<file path="config.mk">
export PLATFORM = sky130hd
export DESIGN_NAME = half_float_converter_top
export DESIGN_NICKNAME = d
export VERILOG_FILES = /design/src/rtl/hfc_pkg.sv /design/src/rtl/half_float_converter_top.sv
export SDC_FILE = /design/constraint.sdc
export NUM_CORES = 1
export LEC_CHECK = 0
export BUFFER_PORTS_ARGS = -buffer_cell sky130_fd_sc_hd__buf_2
export CELL_PAD_IN_SITES_DETAIL_PLACEMENT = 1
export CELL_PAD_IN_SITES_GLOBAL_PLACEMENT = 1
export CORE_MARGIN = 2
export CORE_UTILIZATION = 51
export DETAILED_ROUTE_END_ITERATION = 8
export PLACE_DENSITY_LB_ADDON = 0.25
export REMOVE_ABC_BUFFERS = 1
export SYNTH_ARGS = -nofsm -noshare
export SYNTH_HDL_FRONTEND = slang
export SYNTH_SLANG_ARGS = --single-unit
</file>
<file path="constraint.sdc">
create_clock -name clk -period 9.15 [get_ports clk]
set_clock_uncertainty 0.2 [all_clocks]
set_input_delay 0.915 -clock clk [delete_from_list [all_inputs] [get_ports clk]]
set_output_delay 0.915 -clock clk [all_outputs]
set_load 0.02 [all_outputs]
</file>
<file path="src/rtl/hfc_pkg.sv">
// ----------------------------------------------------------------------------
// hfc_pkg
// shared types and constants for the half/single float converter
// ----------------------------------------------------------------------------
package hfc_pkg;

    localparam int unsigned DataWidth = 32;

    typedef enum logic
    {
        OP_TO_HALF   = 1'b0,
        OP_TO_SINGLE = 1'b1
    } op_t;

    localparam logic [30:0] AbsInfNan   = 31'h7F800000;
    localparam logic [30:0] AbsOverflow = 31'h477FF000;
    localparam logic [30:0] AbsMinNorm  = 31'h38800000;
    localparam logic [30:0] AbsTiny     = 31'h33000000;
    localparam logic [30:0] BiasAdjust  = 31'h38000000;
    localparam logic [15:0] HalfInf     = 16'h7C00;
    localparam logic [15:0] HalfQuiet   = 16'h0200;

    // classification of a conversion in either direction
    typedef enum logic [2:0]
    {
        CLS_NAN,
        CLS_INF,
        CLS_NORM,
        CLS_ZERO,
        CLS_SUB,
        CLS_HALF_ZERO,
        CLS_HALF_SUB,
        CLS_HALF_FULL
    } cls_t;

endpackage

</file>
<file path="src/rtl/half_float_converter_top.sv">
// ----------------------------------------------------------------------------
// half_float_converter_top
// streaming converter between ieee binary32 and binary16
// ----------------------------------------------------------------------------
// One transaction in gives one transaction out. The datapath is a three
// stage pipeline (classify, shift/normalize, round/pack) with a valid bit per
// stage, so one conversion per clock is sustained while m_axis_tready stays
// high. m_axis_tvalid rises once an accepted transaction has moved through
// the stage 1 and stage 2 registers into the stage 3 register. Back pressure
// on m_axis stalls only the stages that hold data; bubbles are squeezed out,
// and s_axis_tready stays high while the pipeline has a free slot.
// s_axis_tuser selects the direction: 0 converts single to half (round to
// nearest even), 1 converts the low 16 bits as a half to single (exact).
module half_float_converter_top
(
    input  logic                          clk,
    input  logic                          rst_n,
    input  logic                          s_axis_tvalid,
    output logic                          s_axis_tready,
    input  logic [hfc_pkg::DataWidth-1:0] s_axis_tdata,  // value_bits
    input  logic                          s_axis_tuser,  // op
    output logic                          m_axis_tvalid,
    input  logic                          m_axis_tready,
    output logic [hfc_pkg::DataWidth-1:0] m_axis_tdata   // result_bits
);
    import hfc_pkg::*;

    // stage enables: a stage advances when its successor is free
    logic en3, en2, en1;
    logic v1_reg, v2_reg, v3_reg;

    assign en3 = ~v3_reg | m_axis_tready;
    assign en2 = ~v2_reg | en3;
    assign en1 = ~v1_reg | en2;
    assign s_axis_tready = en1;

    // ---------------- stage 1: classify ----------------
    logic        sign1_reg;
    logic [30:0] ax1_reg;
    cls_t        cls1_reg;
    cls_t        cls1_next;
    logic [15:0] h_in;

    assign h_in = s_axis_tdata[15:0];

    always_comb
    begin
        logic [30:0] ax;
        ax = s_axis_tdata[30:0];
        if (s_axis_tuser == OP_TO_SINGLE)
        begin
            if (h_in[14:10] == 5'd0)
                cls1_next = (h_in[9:0] == 10'd0) ? CLS_HALF_ZERO : CLS_HALF_SUB;
            else
                cls1_next = CLS_HALF_FULL;
        end
        else if (ax > AbsInfNan)
            cls1_next = CLS_NAN;
        else if (ax >= AbsOverflow)
            cls1_next = CLS_INF;
        else if (ax >= AbsMinNorm)
            cls1_next = CLS_NORM;
        else if (ax <= AbsTiny)
            cls1_next = CLS_ZERO;
        else
            cls1_next = CLS_SUB;
    end

    always_ff @(posedge clk or negedge rst_n)
    begin
        if (!rst_n)
            v1_reg <= 1'b0;
        else if (en1)
            v1_reg <= s_axis_tvalid;
    end

    always_ff @(posedge clk)
    begin
        if (en1 && s_axis_tvalid)
        begin
            sign1_reg <= (s_axis_tuser == OP_TO_SINGLE) ? h_in[15] : s_axis_tdata[31];
            ax1_reg   <= (s_axis_tuser == OP_TO_SINGLE) ? {16'd0, h_in[14:0]}
                                                        : s_axis_tdata[30:0];
            cls1_reg  <= cls1_next;
        end
    end

    // ---------------- stage 2: shift / normalize ----------------
    logic        sign2_reg;
    cls_t        cls2_reg;
    logic [30:0] w2_reg;       // biased value, shifted mantissa or normalized
    logic [4:0]  lz2_reg;      // half subnormal leading position
    logic        rnd2_reg;     // round increment for subnormal half
    logic [30:0] w2_next;
    logic [4:0]  lz2_next;
    logic        rnd2_next;

    always_comb
    begin
        logic [23:0] m;
        logic [4:0]  sh;
        logic [23:0] rem;
        logic [23:0] hv;
        logic [9:0]  hm;
        logic [3:0]  p;
        w2_next   = ax1_reg;
        lz2_next  = 5'd0;
        rnd2_next = 1'b0;
        m   = {1'b1, ax1_reg[22:0]};
        sh  = 5'(8'd126 - ax1_reg[30:23]);
        hv  = m >> sh;
        rem = m & ((24'd1 << sh) - 24'd1);
        hm  = ax1_reg[9:0];
        p   = 4'd0;
        for (int i = 0; i < 10; i++)
            if (hm[i])
                p = 4'(i);
        unique case (cls1_reg)
            CLS_NORM:
                w2_next = ax1_reg - BiasAdjust + 31'h0FFF + 31'(ax1_reg[13]);
            CLS_SUB:
            begin
                w2_next   = 31'(hv);
                rnd2_next = (rem > (24'd1 << (sh - 5'd1)))
                         || ((rem == (24'd1 << (sh - 5'd1))) && hv[0]);
            end
            CLS_HALF_SUB:
            begin
                lz2_next = 5'(p);
                w2_next  = 31'({hm, 13'd0} << (5'd10 - 5'(p)));
            end
            default:
                w2_next = ax1_reg;
        endcase
    end

    always_ff @(posedge clk or negedge rst_n)
    begin
        if (!rst_n)
            v2_reg <= 1'b0;
        else if (en2)
            v2_reg <= v1_reg;
    end

    always_ff @(posedge clk)
    begin
        if (en2 && v1_reg)
        begin
            sign2_reg <= sign1_reg;
            cls2_reg  <= cls1_reg;
            w2_reg    <= w2_next;
            lz2_reg   <= lz2_next;
            rnd2_reg  <= rnd2_next;
        end
    end

    // ---------------- stage 3: round / pack ----------------
    logic [31:0] res3_reg;
    logic [31:0] res3_next;

    always_comb
    begin
        logic [15:0] hs;
        hs = {sign2_reg, 15'd0};
        unique case (cls2_reg)
            CLS_NAN:
                res3_next = {16'd0, hs | HalfInf | HalfQuiet | {6'd0, w2_reg[22:13]}};
            CLS_INF:
                res3_next = {16'd0, hs | HalfInf};
            CLS_NORM:
                res3_next = {16'd0, hs | 16'(w2_reg[30:13])};
            CLS_ZERO:
                res3_next = {16'd0, hs};
            CLS_SUB:
                res3_next = {16'd0, hs | 16'(w2_reg[10:0] + 11'(rnd2_reg))};
            CLS_HALF_ZERO:
                res3_next = {sign2_reg, 31'd0};
            CLS_HALF_SUB:
                res3_next = {sign2_reg, 8'(lz2_reg + 5'd0) + 8'd103, w2_reg[22:0]};
            CLS_HALF_FULL:
                res3_next = (w2_reg[14:10] == 5'h1F)
                          ? {sign2_reg, 8'hFF, w2_reg[9:0], 13'd0}
                          : {sign2_reg, 8'(w2_reg[14:10]) + 8'd112, w2_reg[9:0], 13'd0};
            default:
                res3_next = 32'd0;
        endcase
    end

    always_ff @(posedge clk or negedge rst_n)
    begin
        if (!rst_n)
            v3_reg <= 1'b0;
        else if (en3)
            v3_reg <= v2_reg;
    end

    always_ff @(posedge clk)
    begin
        if (en3 && v2_reg)
            res3_reg <= res3_next;
    end

    assign m_axis_tvalid = v3_reg;
    assign m_axis_tdata  = res3_reg;

endmodule

</file>
== After elaboration in Yosys (flattened, before gate mapping) ==
Cells that the tools add are included.

* Flip-flop bits (word level): 107
* Input bits: 37
* Output and inout bits: 34
* Logic and storage cells: 83

* Add/sub/neg operators: 10
* $lt $le $gt $ge: 5
* Equality and inequality tests: 12
* Shifts and indexed selects: 4
* Multiplexer cells: 20
* Bitwise logic cells: 10
* Reductions and logical operators: 8

{| class="wikitable"
|+ Operator list
! kind !! number
|-
| $pmux W32 S8 || 1
|-
| $pmux W29 S3 || 1
|-
| $shl A1 B5 Y24 const A || 2
|-
| $mux W4 || 8
|-
| $ge A31 B30 Y1 const B || 1
|-
| $ge A31 B31 Y1 const B || 1
|-
| $gt A31 B31 Y1 const B || 1
|-
| $le A31 B30 Y1 const B || 1
|-
| $mux W31 || 1
|-
| $add A29 B1 Y29 || 1
|-
| $add A29 B12 Y29 const B || 1
|-
| $shl A23 B5 Y29 || 1
|-
| $sub A29 B29 Y29 const B || 1
|-
| $and A24 B24 Y24 || 1
|-
| $eq A24 B24 Y1 || 1
|-
| $gt A24 B24 Y1 || 1
|-
| $shr A24 B5 Y24 || 1
|-
| $sub A24 B1 Y24 const B || 1
|-
| $eq A3 B3 Y1 const B || 6
|-
| $add A5 B7 Y8 const B || 2
|-
| $or A16 B10 Y16 || 1
|-
| $or A16 B12 Y16 || 1
|-
| $or A16 B16 Y16 || 1
|-
| $mux W3 || 5
|-
| 16 further kinds || 27
|}

== Depth between registers and ports, before layout ==
Gate-level depths: netlist (run 1).

* Word-level depth: 12
* Gate-level depth with buffers: 22
* Mapped depth without buffers: 18

== Least setup slack after synthesis (run 1) ==
Ideal clock, no wire load.

* Path kind: register to register
* From: register ax1_reg[23]
* To: register rnd2_reg, data pin
* Setup time: 0.265 ns
* Data arrival time: 4.072 ns
* Data required time: 8.685 ns
* Slack: 4.613 ns
* Cell stages (with the launch flop): 22
* Path buffers: 5
* Period minus slack after synthesis: 4.537 ns
* Cells stage by stage: edfxtp_1 > buf_2 > clkinv_1 > buf_2 > ha_1 > clkbuf_1 > clkbuf_1 > nand3_1 > ha_1 > buf_2 > o221ai_2 > mux2_2 > o22ai_1 > and2_1 > ha_1 > nand4_1 > nor2_1 > a221o_1 > a21oi_1 > o21ai_0 > o21ai_0 > a21oi_1

* Cells in the longest elaborated chain, start to end: 7
* Elaborated cells between the ends (all ways): 11
* Those cells by class: add/sub (3); order compare (1); eq/ne (1); shift (3); bitwise (1); reduce/logical (2)

{| class="wikitable"
|+ RTL lines
! what !! line !! text
|-
| from (decl) || half_float_converter_top.sv:39 || <nowiki>logic [30:0] ax1_reg;</nowiki>
|-
| from (signal assigned) || half_float_converter_top.sv:82 || <nowiki>ax1_reg <= (s_axis_tuser == OP_TO_SINGLE) ? {16'd0, h_in[14:0]}</nowiki>
|-
| $sub A5 B5 Y5 (*) || half_float_converter_top.sv:110 || <nowiki>sh = 5'(8'd126 - ax1_reg[30:23]);</nowiki>
|-
| parallel branches: the longest is 5 deep, another holds $sub A24 B1 Y24 || n/a ||
|-
| $logic_or A1 B1 Y1 (*) || half_float_converter_top.sv:125 || <nowiki>|| ((rem == (24'd1 << (sh - 5'd1))) && hv[0]);</nowiki>
|-
| to (signal assigned) || half_float_converter_top.sv:153 || <nowiki>rnd2_reg <= rnd2_next;</nowiki>
|-
| to (decl) || half_float_converter_top.sv:93 || <nowiki>logic rnd2_reg;</nowiki>
|}

Every way passes the cells marked *.
A chain may end at the register's enable or synchronous reset.

== Worst setup path in the final report (run 1) ==
Same ends and word-level chain as after synthesis.

==> results of run 1 <==
==> cells by family after synthesis <==
logic type	count (synthesis)	synth area share
multiplexers	50	0.0675
AO/OA/AOI/OAI	297	0.220
adder cells (fa/ha/maj)	39	0.0552
flip-flops	105	0.355
AND/OR/NAND/NOR	416	0.228
XOR/XNOR	25	0.0286
buffers and inverters	101	0.0461
==> layout make-up <==
| type | count | area, um2 | area share |
|---|---|---|---|
| clock inverters | 7 | 60.1 | 0.00631 |
| flip-flops and latches | 105 | 3140 | 0.330 |
| well taps | 225 | 282 | 0.0296 |
| clock buffers | 9 | 225 | 0.0237 |
| multi-input cells | 827 | 5300 | 0.557 |
| inverters | 25 | 96.3 | 0.0101 |
| repair buffers | 79 | 418 | 0.0439 |
==> layer usage <==
| layer | share of wire | GRT usage | vias up |
|---|---|---|---|
| met5 | 0 | 0 | - |
| met3 | 0.082 | 0.0471 | 111 |
| met1 | 0.39 | 0.438 | 4221 |
| met2 | 0.47 | 0.569 | 433 |
| met4 | 0.054 | 0.190 | 0 |
| li1 | - | - | 3898 |
==> synth_stat cells (7+ instances only) <==
master,number
nor3_1,25
a211oi_1,16
mux2i_1,36
nand2_1,116
xor2_1,13
buf_2,15
a22oi_1,8
and3_1,10
buf_1,12
and2_1,12
o21a_1,8
mux2_2,7
ha_1,39
o21ai_0,64
nand4_1,19
o221ai_1,9
inv_1,22
o211ai_1,10
nor4_1,9
nor2b_1,32
nor2_1,108
clkbuf_1,47
nand3_1,45
xnor2_1,9
o22ai_1,10
nand2b_1,16
a21o_1,7
a31oi_1,19
edfxtp_1,102
a21oi_1,76
==> report_power, final <==
group	total, W	internal [W]	leakage (nW)	switching, W
Sequential	0.000655	0.000590	1.04	0.0000645
Clock	0.000399	0.000191	0.143	0.000208
Combinational	0.000488	0.000169	2.32	0.000320
Total	0.00154	0.000950	3.51	0.000592
==> how the worst max path moves through the flow <==
stage,startpoint,endpoint,slack (ns)
2_1_floorplan,ax1_reg[23],rnd2_reg,3.45
3_3_place_gp,ax1_reg[23],rnd2_reg,3.82
6_report,ax1_reg[23],rnd2_reg,3.57
3_5_place_dp,ax1_reg[23],rnd2_reg,3.65
4_1_cts,ax1_reg[23],rnd2_reg,3.65
5_1_grt,ax1_reg[23],rnd2_reg,3.16
==> worst register-to-register path, stage by stage (launching register included) <==
cell	delay, ns
edfxtp_1	0.32
buf_4	0.34
clkinv_1	0.59
ha_1	1.28
a31oi_1	0.29
xor2_1	0.24
nor2b_1	0.47
nand3_1	0.14
ha_1	0.33
a21o_1	0.17
a21o_1	0.17
a221o_1	0.35
a21oi_1	0.11
o21ai_0	0.09
o21ai_0	0.17
a21oi_1	0.06
==> stage by stage <==
| step | std cells | total power [W] | setup slack (ns) | hold slack [ns] |
|---|---|---|---|---|
| 3_3_place_gp | 1261 | 0.00112 | 3.82 | 0.257 |
| 6_report | 1277 | 0.00154 | 3.57 | 0.132 |
| 5_1_grt | 1277 | 0.00160 | 3.16 | 0.137 |
| 3_5_place_dp | 1261 | 0.00114 | 3.65 | 0.294 |
| 2_1_floorplan | 957 | 0.000962 | 3.45 | 0.200 |
| 4_1_cts | 1277 | 0.00152 | 3.65 | 0.141 |
==> reports/results.txt, run 1 <==
GRT Total Usage -> 0.345
Avg Inst Size Synth -> 8.56 um2
number of distinct library cells after synthesis -> 80
setup_tns -> 0 ns
filler instances -> 2,089
final wirelength -> 31.3 mm
CP Cell Sequence -> buf_4, clkinv_1, ha_1, a31oi_1, xor2_1, nor2b_1, nand3_1, ha_1, a21o_1, a21o_1, a221o_1, a21oi_1, o21ai_0, o21ai_0, a21oi_1
H-tree depth -> 3
slowest CP cell -> ha_1
worst hold path class -> primary input to asynchronous set/reset pin
Fin. Hold Viols -> 0
worst r2r dst -> rnd2_reg
Vias/cell -> 6.78
vias in the first global route -> 8,432
status -> finished clean
Slowest Stage Delay on Critical Path -> 1.28 ns
placed wire-length estimate -> 23.5 mm
Critical Path Sink Type -> flip-flop
Max Freq -> 179 MHz
Yosys reg bits -> 105
synth top area cells -> edfxtp_1, ha_1, nand2_1
drt wl/cell -> 24.5 um
initial DRC count -> 892
final setup vio count -> 0
first-pass GRT wire length -> 48.2 mm
CTS sink cnt -> 105
initial cell density of the core -> 0.517
top-area cell type share of the netlist area -> 0.346
commonest non-fill, non-tap cell in the layout -> nand2_1
critical path type -> flip-flop to flip-flop
Die Height -> 136 um
Buffers on Ports -> 70
die area -> 18,400 um2
WP buf/inv -> 2
cell area after technology mapping -> 8840 um2
Top Ports -> 71
delay-heaviest family, CP -> adder cells
crit path launch type -> flip-flop
Mapped Cells -> 1,033
worst skew pair latency -> 0.38 ns
clock buffer depth -> 2
worst slew pin tran -> 1.17 ns
cell row count -> 48
CTS buffer count -> 9
residual DRC count -> 0
Crit path depth -> 15
Worst R2R Start -> ax1_reg[23]
Post-synth EDFFs -> 102
Vias -> 8,663
CTS tree -> done
post-synthesis sequential area ratio -> 0.355
die width -> 136 um
NumNets Final -> 1,123
pwr dens -> 162 nW/um2
Tmin final -> 5.58 ns
largest net degree at the start of global routing -> 48
post-route design area -> 9520 um2
GR Overflow Total -> 0
critical path arrival -> 5.49 ns
# diodes -> 0
layout cells sized above 1 -> 0.125
Final Max Tran Viols -> 0
Synth area leader -> edfxtp_1
placed instance area -> 9230 um2
Max-cap violations -> 0
post-cts resize count -> 0
postcts setup bufs -> 0
max reg flops -> 31
Primary FF master, synth -> edfxtp_1
initial antenna violation count -> 2
Peak VDD IR -> 0.100 mV
worst-path maximum fanout -> 35
most frequent cells in the layout -> nand2_1, nor2_1, edfxtp_1, a21oi_1, buf_2
synth warn -> 0
Reg2Reg Setup Slack -> 3.57 ns
Worst EP required -> 9.06 ns
FFs w/ async S/R, synth -> 0.0286
Layout area overhead -> 7.61%
RSZ-0062 raised after global routing -> false
Leak -> 3.51 nW
Final Wtd Congestion -> 0.998
DRT Pass-1 Iters -> 7
Post-CTS Hold Buffers -> 0
CTS root buf -> clkbuf_16
Tcrit/Tclk final -> 0.610
Max transition margin -> 0.217
Routed Antenna Nets -> 0
Clock Pin Slew Worst Setup and Hold Paths -> 0.10 ns
reg2reg path depth -> 15
total core area -> 17,100 um2
fin util -> 0.556
Note: power is estimated with default switching activity, not from simulation.
==> run 2, diff against run 1 <==
CORE_UTILIZATION = 47   (was 51)
clock period = 5.4 ns   (was 9.15 ns; I/O delays follow)
==> run 2 against run 1 <==
  * Die area rose by 8.3%
  * Critical path depth rose by 3
  * Combinational power rose by 74%
  * Sequential power rose by 68%
  * Final area rose by 2.3%
  * First-iteration DRC count fell by 20%
  * Register-to-register slack got worse by 3.0 ns
  * Setup slack got worse by 3.0 ns
  * Count of clock-buffer cells in the layout rose by 2
  * Power rose by 78%
  * Non-clock buffer count rose by 17
  * Global-route usage fell by 2.5 points
  * Critical path type unchanged
  * Critical endpoint unchanged
==> reports/results.txt, run 2 (synthesized netlist as in run 1, its figures left out) <==
status -> finished clean (unchanged)
Clock Pin Slew Worst Setup and Hold Paths -> 0.08 ns (was 0.10 ns)
CTS root buf -> clkbuf_16 (unchanged)
Tcrit/Tclk final -> 0.895 (was 0.610)
Buffers on Ports -> 70 (unchanged)
Peak VDD IR -> 0.152 mV (was 0.100 mV)
die area -> 19,900 um2 (was 18,400 um2)
DRT Pass-1 Iters -> 5 (was 7)
Final Max Tran Viols -> 0 (unchanged)
Top cell by count, worst path -> ha_1
slowest CP cell -> edfxtp_1 (was ha_1)
Crit path depth -> 18 (was 15)
H-tree depth -> 3 (unchanged)
post-cts resize count -> 0 (unchanged)
placed instance area -> 9360 um2 (was 9230 um2)
Max-cap violations -> 0 (unchanged)
clock buffer depth -> 2 (unchanged)
Worst Setup Slack post-DPL -> 0.594 ns (was 3.65 ns)
final cell count without fillers -> 1,305 (was 1,277)
filler instances -> 2,236 (was 2,089)
RSZ-0062 raised after global routing -> false (unchanged)
Reg2Reg Setup Slack -> 0.56 ns (was 3.57 ns)
cell row count -> 50 (was 48)
multi-input logic area -> 5300 um2 (unchanged)
Vias -> 8,594 (was 8,663)
worst hold path class -> primary input to flip-flop (was primary input to asynchronous set/reset pin)
critical path type -> flip-flop to flip-flop (unchanged)
most frequent cells in the layout -> nand2_1, nor2_1, edfxtp_1, a21oi_1, buf_2 (unchanged)
Final Wtd Congestion -> 1.01 (was 0.998)
initial cell density of the core -> 0.476 (was 0.517)
Tmin final -> 4.84 ns (was 5.58 ns)
final setup vio count -> 0 (unchanged)
met3 global-route usage -> 0.0611 (was 0.0471)
residual DRC count -> 0 (unchanged)
drt wl/cell -> 24.2 um (was 24.5 um)
placed insts -> 1,286 (was 1,261)
total core area -> 18,600 um2 (was 17,100 um2)
GRT Total Usage -> 0.321 (was 0.345)
worst slew pin tran -> 1.07 ns (was 1.17 ns)
Post-CTS Hold Buffers -> 1 (was 0)
Worst EP required -> 5.30 ns (was 9.06 ns)
reg2reg path depth -> 18 (was 15)
Max transition margin -> 0.283 (was 0.217)
first-pass GRT wire length -> 48.9 mm (was 48.2 mm)
gr busiest metal -> met2 (unchanged)
critical path arrival -> 4.73 ns (was 5.49 ns)
CTS tree -> done (unchanged)
CTS buffer count -> 9 (unchanged)
Layout area overhead -> 10.1% (was 7.61%)
WP buf/inv -> 0 (was 2)
CTS sink cnt -> 105 (unchanged)
final worst slack -> 0.565 ns (was 3.57 ns)
met2 GRT Util -> 0.536 (was 0.569)
Worst Hold Path Cells -> 1
pwr dens -> 281 nW/um2 (was 162 nW/um2)
final wirelength -> 31.6 mm (was 31.3 mm)
die width -> 141 um (was 136 um)
max reg flops -> 31 (unchanged)
Leak -> 3.62 nW (was 3.51 nW)
initial DRC count -> 714 (was 892)
largest net degree at the start of global routing -> 42 (was 48)
post-route design area -> 9740 um2 (was 9520 um2)
Critical Path Sink Type -> flip-flop (unchanged)
initial antenna violation count -> 2 (unchanged)
placed wire-length estimate -> 23.9 mm (was 23.5 mm)
postcts setup bufs -> 0 (unchanged)
Slowest Stage Delay on Critical Path -> 0.62 ns (was 1.28 ns)
GR Overflow Total -> 0 (unchanged)
crit path launch type -> flip-flop (unchanged)
layout cells sized above 1 -> 0.138 (was 0.125)
Max Freq -> 207 MHz (was 179 MHz)
vias in the first global route -> 8,435 (was 8,432)
worst skew pair latency -> 0.36 ns (was 0.38 ns)
Die Height -> 141 um (was 136 um)
Routed Antenna Nets -> 0 (unchanged)
Reg area -> 3140 um2 (unchanged)
commonest non-fill, non-tap cell in the layout -> nand2_1 (unchanged)
worst-path maximum fanout -> 13 (was 35)
NumNets Final -> 1,140 (was 1,123)
CP Cell Sequence -> ha_1, a21o_1, nand2_1, o21ai_2, nand3_1, ha_1, o221ai_2, mux2_2, o22ai_1, and2_1, ha_1, nand4_1, nor2_1, a221o_1, a21oi_1, o21ai_0, o21ai_0, a21oi_1 (was buf_4, clkinv_1, ha_1, a31oi_1, xor2_1, nor2b_1, nand3_1, ha_1, a21o_1, a21o_1, a221o_1, a21oi_1, o21ai_0, o21ai_0, a21oi_1)
Vias/cell -> 6.59 (was 6.78)
delay-heaviest family, CP -> compound AO/OA/AOI/OAI gates (was adder cells)
Fin. Hold Viols -> 0 (unchanged)
grt met1 use -> 0.395 (was 0.438)
Top Ports -> 71 (unchanged)
-- run 2: cell types whose count changed in the layout (fill, tap and decap cells not counted), sizes merged --
cell         delta
inv             -2
clkinv          -3
diode           +2
clkbuf          +2
dlygate4sd3     +1
buf            +16
bufinv          +3
-- run 2: final cells by class --
class                      instances  share of cell area
multi-input combinational        827               0.544
sequential                       105               0.322
timing repair buffer              96              0.0563
tap                              234              0.0301
clock buffer                      11              0.0260
clock inverter                     5              0.0110
inverter                          25             0.00989
antenna                            2            0.000514
-- run 2: routing by layer --
layer / up-vias / part of all wire
met1: 4132 / 0.40
met4: 0 / 0.053
met3: 96 / 0.077
li1: 3941 / -
met2: 425 / 0.47
met5: - / 0
-- run 2: power breakdown --
| group | leakage, nW | internal [W] | switching, W |
|---|---|---|---|
| sequential | 1.04 | 0.00100 | 0.0000972 |
| clock | 0.177 | 0.000482 | 0.000310 |
| combinational | 2.40 | 0.000296 | 0.000555 |
-- run 2: stage by stage --
stage,hold slack [ns],utilization,setup TNS (ns),total power [W]
5_1_grt,0.161,0.524,0,0.00285
6_report,0.170,0.524,0,0.00274
3_3_place_gp,0.140,0.504,0,0.00193
2_1_floorplan,0.0444,-,-0.298,0.00163
3_5_place_dp,0.147,0.504,0,0.00194
4_1_cts,0.157,0.524,0,0.00273
-- run 2: final timing paths --
| check | start | end |
|---|---|---|
| setup / recovery | ax1_reg[23] | rnd2_reg |
| min in group asynchronous | rst_n | v1_reg |
| hold reg to reg | v1_reg | v2_reg |
| setup reg to reg | ax1_reg[23] | rnd2_reg |
| max in group asynchronous | rst_n | v2_reg |
| hold / removal | s_axis_tdata[3] | ax1_reg[3] |
==> run 3, diff against run 2 <==
--- a/config.mk
+++ b/config.mk
@@ -7,8 +7,6 @@
 export LEC_CHECK = 0
 export BUFFER_PORTS_ARGS = -buffer_cell sky130_fd_sc_hd__buf_2
-export CELL_PAD_IN_SITES_DETAIL_PLACEMENT = 1
-export CELL_PAD_IN_SITES_GLOBAL_PLACEMENT = 1
 export CORE_MARGIN = 2
-export CORE_UTILIZATION = 47
+export CORE_UTILIZATION = 60
 export DETAILED_ROUTE_END_ITERATION = 8
 export PLACE_DENSITY_LB_ADDON = 0.25
==> constraint.sdc (replaced) <==
create_clock -name clk -period 5.4 [get_ports clk]
set_clock_uncertainty 0.2 [all_clocks]
set_input_delay 1.62 -clock clk [delete_from_list [all_inputs] [get_ports clk]]
set_output_delay 1.62 -clock clk [all_outputs]
set_load 0.02 [all_outputs]
==> run 3 against run 2 <==
  * Via count increased by 0.36%
  * Power decreased by 6.1%
  * Setup slack improved by 0.088 ns
  * Count of clock-buffer cells in the layout unchanged
  * Critical endpoint unchanged
  * Largest power group unchanged
  * Highest routed layer unchanged
==> reports/results.txt, run 3 (synthesized netlist as in run 1, its figures left out) <==
Crit path depth -> 18 (unchanged)
WP buf/inv -> 3 (was 0)
Worst Setup Slack post-DPL -> 0.728 ns (was 0.594 ns)
final setup vio count -> 0 (unchanged)
Tcrit/Tclk final -> 0.879 (was 0.895)
met3 global-route usage -> 0.0676 (was 0.0611)
Max Freq -> 211 MHz (was 207 MHz)
most frequent cells in the layout -> nand2_1, nor2_1, edfxtp_1, a21oi_1, buf_2 (unchanged)
residual DRC count -> 0 (unchanged)
final worst slack -> 0.653 ns (was 0.565 ns)
Final Max Tran Viols -> 0 (unchanged)
die width -> 125 um (was 141 um)
initial antenna violation count -> 0 (was 2)
critical path arrival -> 4.65 ns (was 4.73 ns)
Post-CTS Hold Buffers -> 0 (was 1)
Cell Int Power -> 0.00162 W (was 0.00178 W)
DRT Pass-1 Iters -> 6 (was 5)
grt met1 use -> 0.488 (was 0.395)
Layout area overhead -> 7.58% (was 10.1%)
Max transition margin -> 0.364 (was 0.283)
Final Wtd Congestion -> 1.05 (was 1.01)
hold endpoint -> v2_reg (was ax1_reg[3])
initial DRC count -> 1,151 (was 714)
Reg2Reg Setup Slack -> 0.65 ns (was 0.56 ns)
Worst Hold Path Cells -> 1 (unchanged)
clock buffer depth -> 2 (unchanged)
hold_ws -> 0.301 ns (was 0.170 ns)
post-cts resize count -> 0 (unchanged)
gr busiest metal -> met2 (unchanged)
CTS buffer count -> 9 (unchanged)
placed instance area -> 9230 um2 (was 9360 um2)
Leak -> 3.54 nW (was 3.62 nW)
total core area -> 14,500 um2 (was 18,600 um2)
critical path type -> flip-flop to flip-flop (unchanged)
Clock Pin Slew Worst Setup and Hold Paths -> 0.08 ns (about the same)
Psw -> 0.000955 W (was 0.000962 W)
Vias -> 8,625 (was 8,594)
Slowest Stage Delay on Critical Path -> 0.59 ns (was 0.62 ns)
Buffers on Ports -> 70 (unchanged)
die area -> 15,700 um2 (was 19,900 um2)
worst skew pair latency -> 0.37 ns (was 0.36 ns)
CTS root buf -> clkbuf_16 (unchanged)
worst r2r dst -> rnd2_reg (unchanged)
register share of total power -> 0.432 (was 0.400)
delay-heaviest family, CP -> compound AO/OA/AOI/OAI gates (unchanged)
Gate power share -> 0.315 (was 0.311)
commonest non-fill, non-tap cell in the layout -> nand2_1 (unchanged)
status -> finished clean (unchanged)
Top Ports -> 71 (unchanged)
Routed Antenna Nets -> 0 (unchanged)
clock share of power -> 0.253 (was 0.289)
drt wl/cell -> 23.3 um (was 24.2 um)
Critical Path Sink Type -> flip-flop (unchanged)
initial cell density of the core -> 0.611 (was 0.476)
Vias/cell -> 6.94 (was 6.59)
layout cells sized above 1 -> 0.129 (was 0.138)
RSZ-0062 raised after global routing -> false (unchanged)
pwr dens -> 271 nW/um2 (was 281 nW/um2)
first-pass GRT wire length -> 44.7 mm (was 48.9 mm)
worst slew pin tran -> 0.950 ns (was 1.07 ns)
met2 GRT Util -> 0.569 (was 0.536)
CP Cell Sequence -> clkinv_1, buf_4, ha_1, buf_4, or3_1, nor2_1, o221ai_2, mux2_2, o22ai_1, and2_1, ha_1, a21o_1, a21o_1, a221o_1, a21oi_1, o21ai_0, o21ai_0, a21oi_1 (was ha_1, a21o_1, nand2_1, o21ai_2, nand3_1, ha_1, o221ai_2, mux2_2, o22ai_1, and2_1, ha_1, nand4_1, nor2_1, a221o_1, a21oi_1, o21ai_0, o21ai_0, a21oi_1)
Die Height -> 125 um (was 141 um)
final wirelength -> 29.0 mm (was 31.6 mm)
H-tree depth -> 3 (unchanged)
postcts setup bufs -> 0 (unchanged)
CTS tree -> done (unchanged)
largest net degree at the start of global routing -> 42 (unchanged)
cell row count -> 44 (was 50)
vias in the first global route -> 7,879 (was 8,435)
worst-path maximum fanout -> 13 (unchanged)
GR Overflow Total -> 0 (unchanged)
Worst EP required -> 5.30 ns (about the same)
GRT Total Usage -> 0.368 (was 0.321)
post-route design area -> 9510 um2 (was 9740 um2)
min-delay src -> v1_reg (was s_axis_tdata[3])
worst hold path class -> flip-flop to flip-flop (was primary input to flip-flop)
max reg flops -> 31 (unchanged)
placed wire-length estimate -> 21.2 mm (was 23.9 mm)
crit path launch type -> flip-flop (unchanged)
NumNets Final -> 1,130 (was 1,140)
setup_tns -> 0 ns (unchanged)
CTS sink cnt -> 105 (unchanged)
Peak VDD IR -> 0.192 mV (was 0.152 mV)
slowest CP cell -> edfxtp_1 (unchanged)
# diodes -> 0 (was 2)
Max-cap violations -> 0 (unchanged)
Fin. Hold Viols -> 0 (unchanged)
reg2reg path depth -> 18 (unchanged)
Tmin final -> 4.75 ns (was 4.84 ns)
Worst R2R Start -> ax1_reg[23] (unchanged)
Net Sw Frac -> 0.371 (was 0.351)
==> run 3: power by group through the flow <==
stage / logic (W) / registers (W) / clock network (W)
2_1_floorplan: 0.000502 / 0.00113 / 0
3_3_place_gp: 0.000781 / 0.00112 / 0
3_5_place_dp: 0.000785 / 0.00112 / 0
4_1_cts: 0.000788 / 0.00111 / 0.000653
5_1_grt: 0.000879 / 0.00112 / 0.000682
6_report: 0.000811 / 0.00111 / 0.000652
==> run 3: worst max path at each step <==
stage                      from       end  slack, ns
global route        ax1_reg[23]  rnd2_reg       0.36
CTS                 ax1_reg[23]  rnd2_reg       0.73
global placement    ax1_reg[23]  rnd2_reg       0.82
detailed placement  ax1_reg[23]  rnd2_reg       0.73
floorplan           ax1_reg[23]  rnd2_reg      -0.30
finish              ax1_reg[23]  rnd2_reg       0.65
==> run 3: per-stage QoR <==
stage	utilization	power (W)	instances
finish	0.657	0.00257	1243
global route	0.657	0.00268	1243
CTS	0.657	0.00255	1243
detailed placement	0.638	0.00191	1227
global placement	0.638	0.00190	1227
floorplan	-	0.00163	957
==> run 3: layer usage <==
layer | vias up | share of wire
met1 | 3993 | 0.39
met5 | - | 0
met3 | 135 | 0.11
met4 | 0 | 0.063
li1 | 3916 | -
met2 | 581 | 0.44
==> run 3: final cells by class <==
class | instances | area [um2]
well taps | 184 | 230
multi-input cells | 827 | 5300
inverters | 25 | 96.3
flip-flops and latches | 105 | 3140
clock buffers | 11 | 243
clock inverters | 5 | 38.8
repair buffers | 86 | 470
fillers | 1218 | 4960
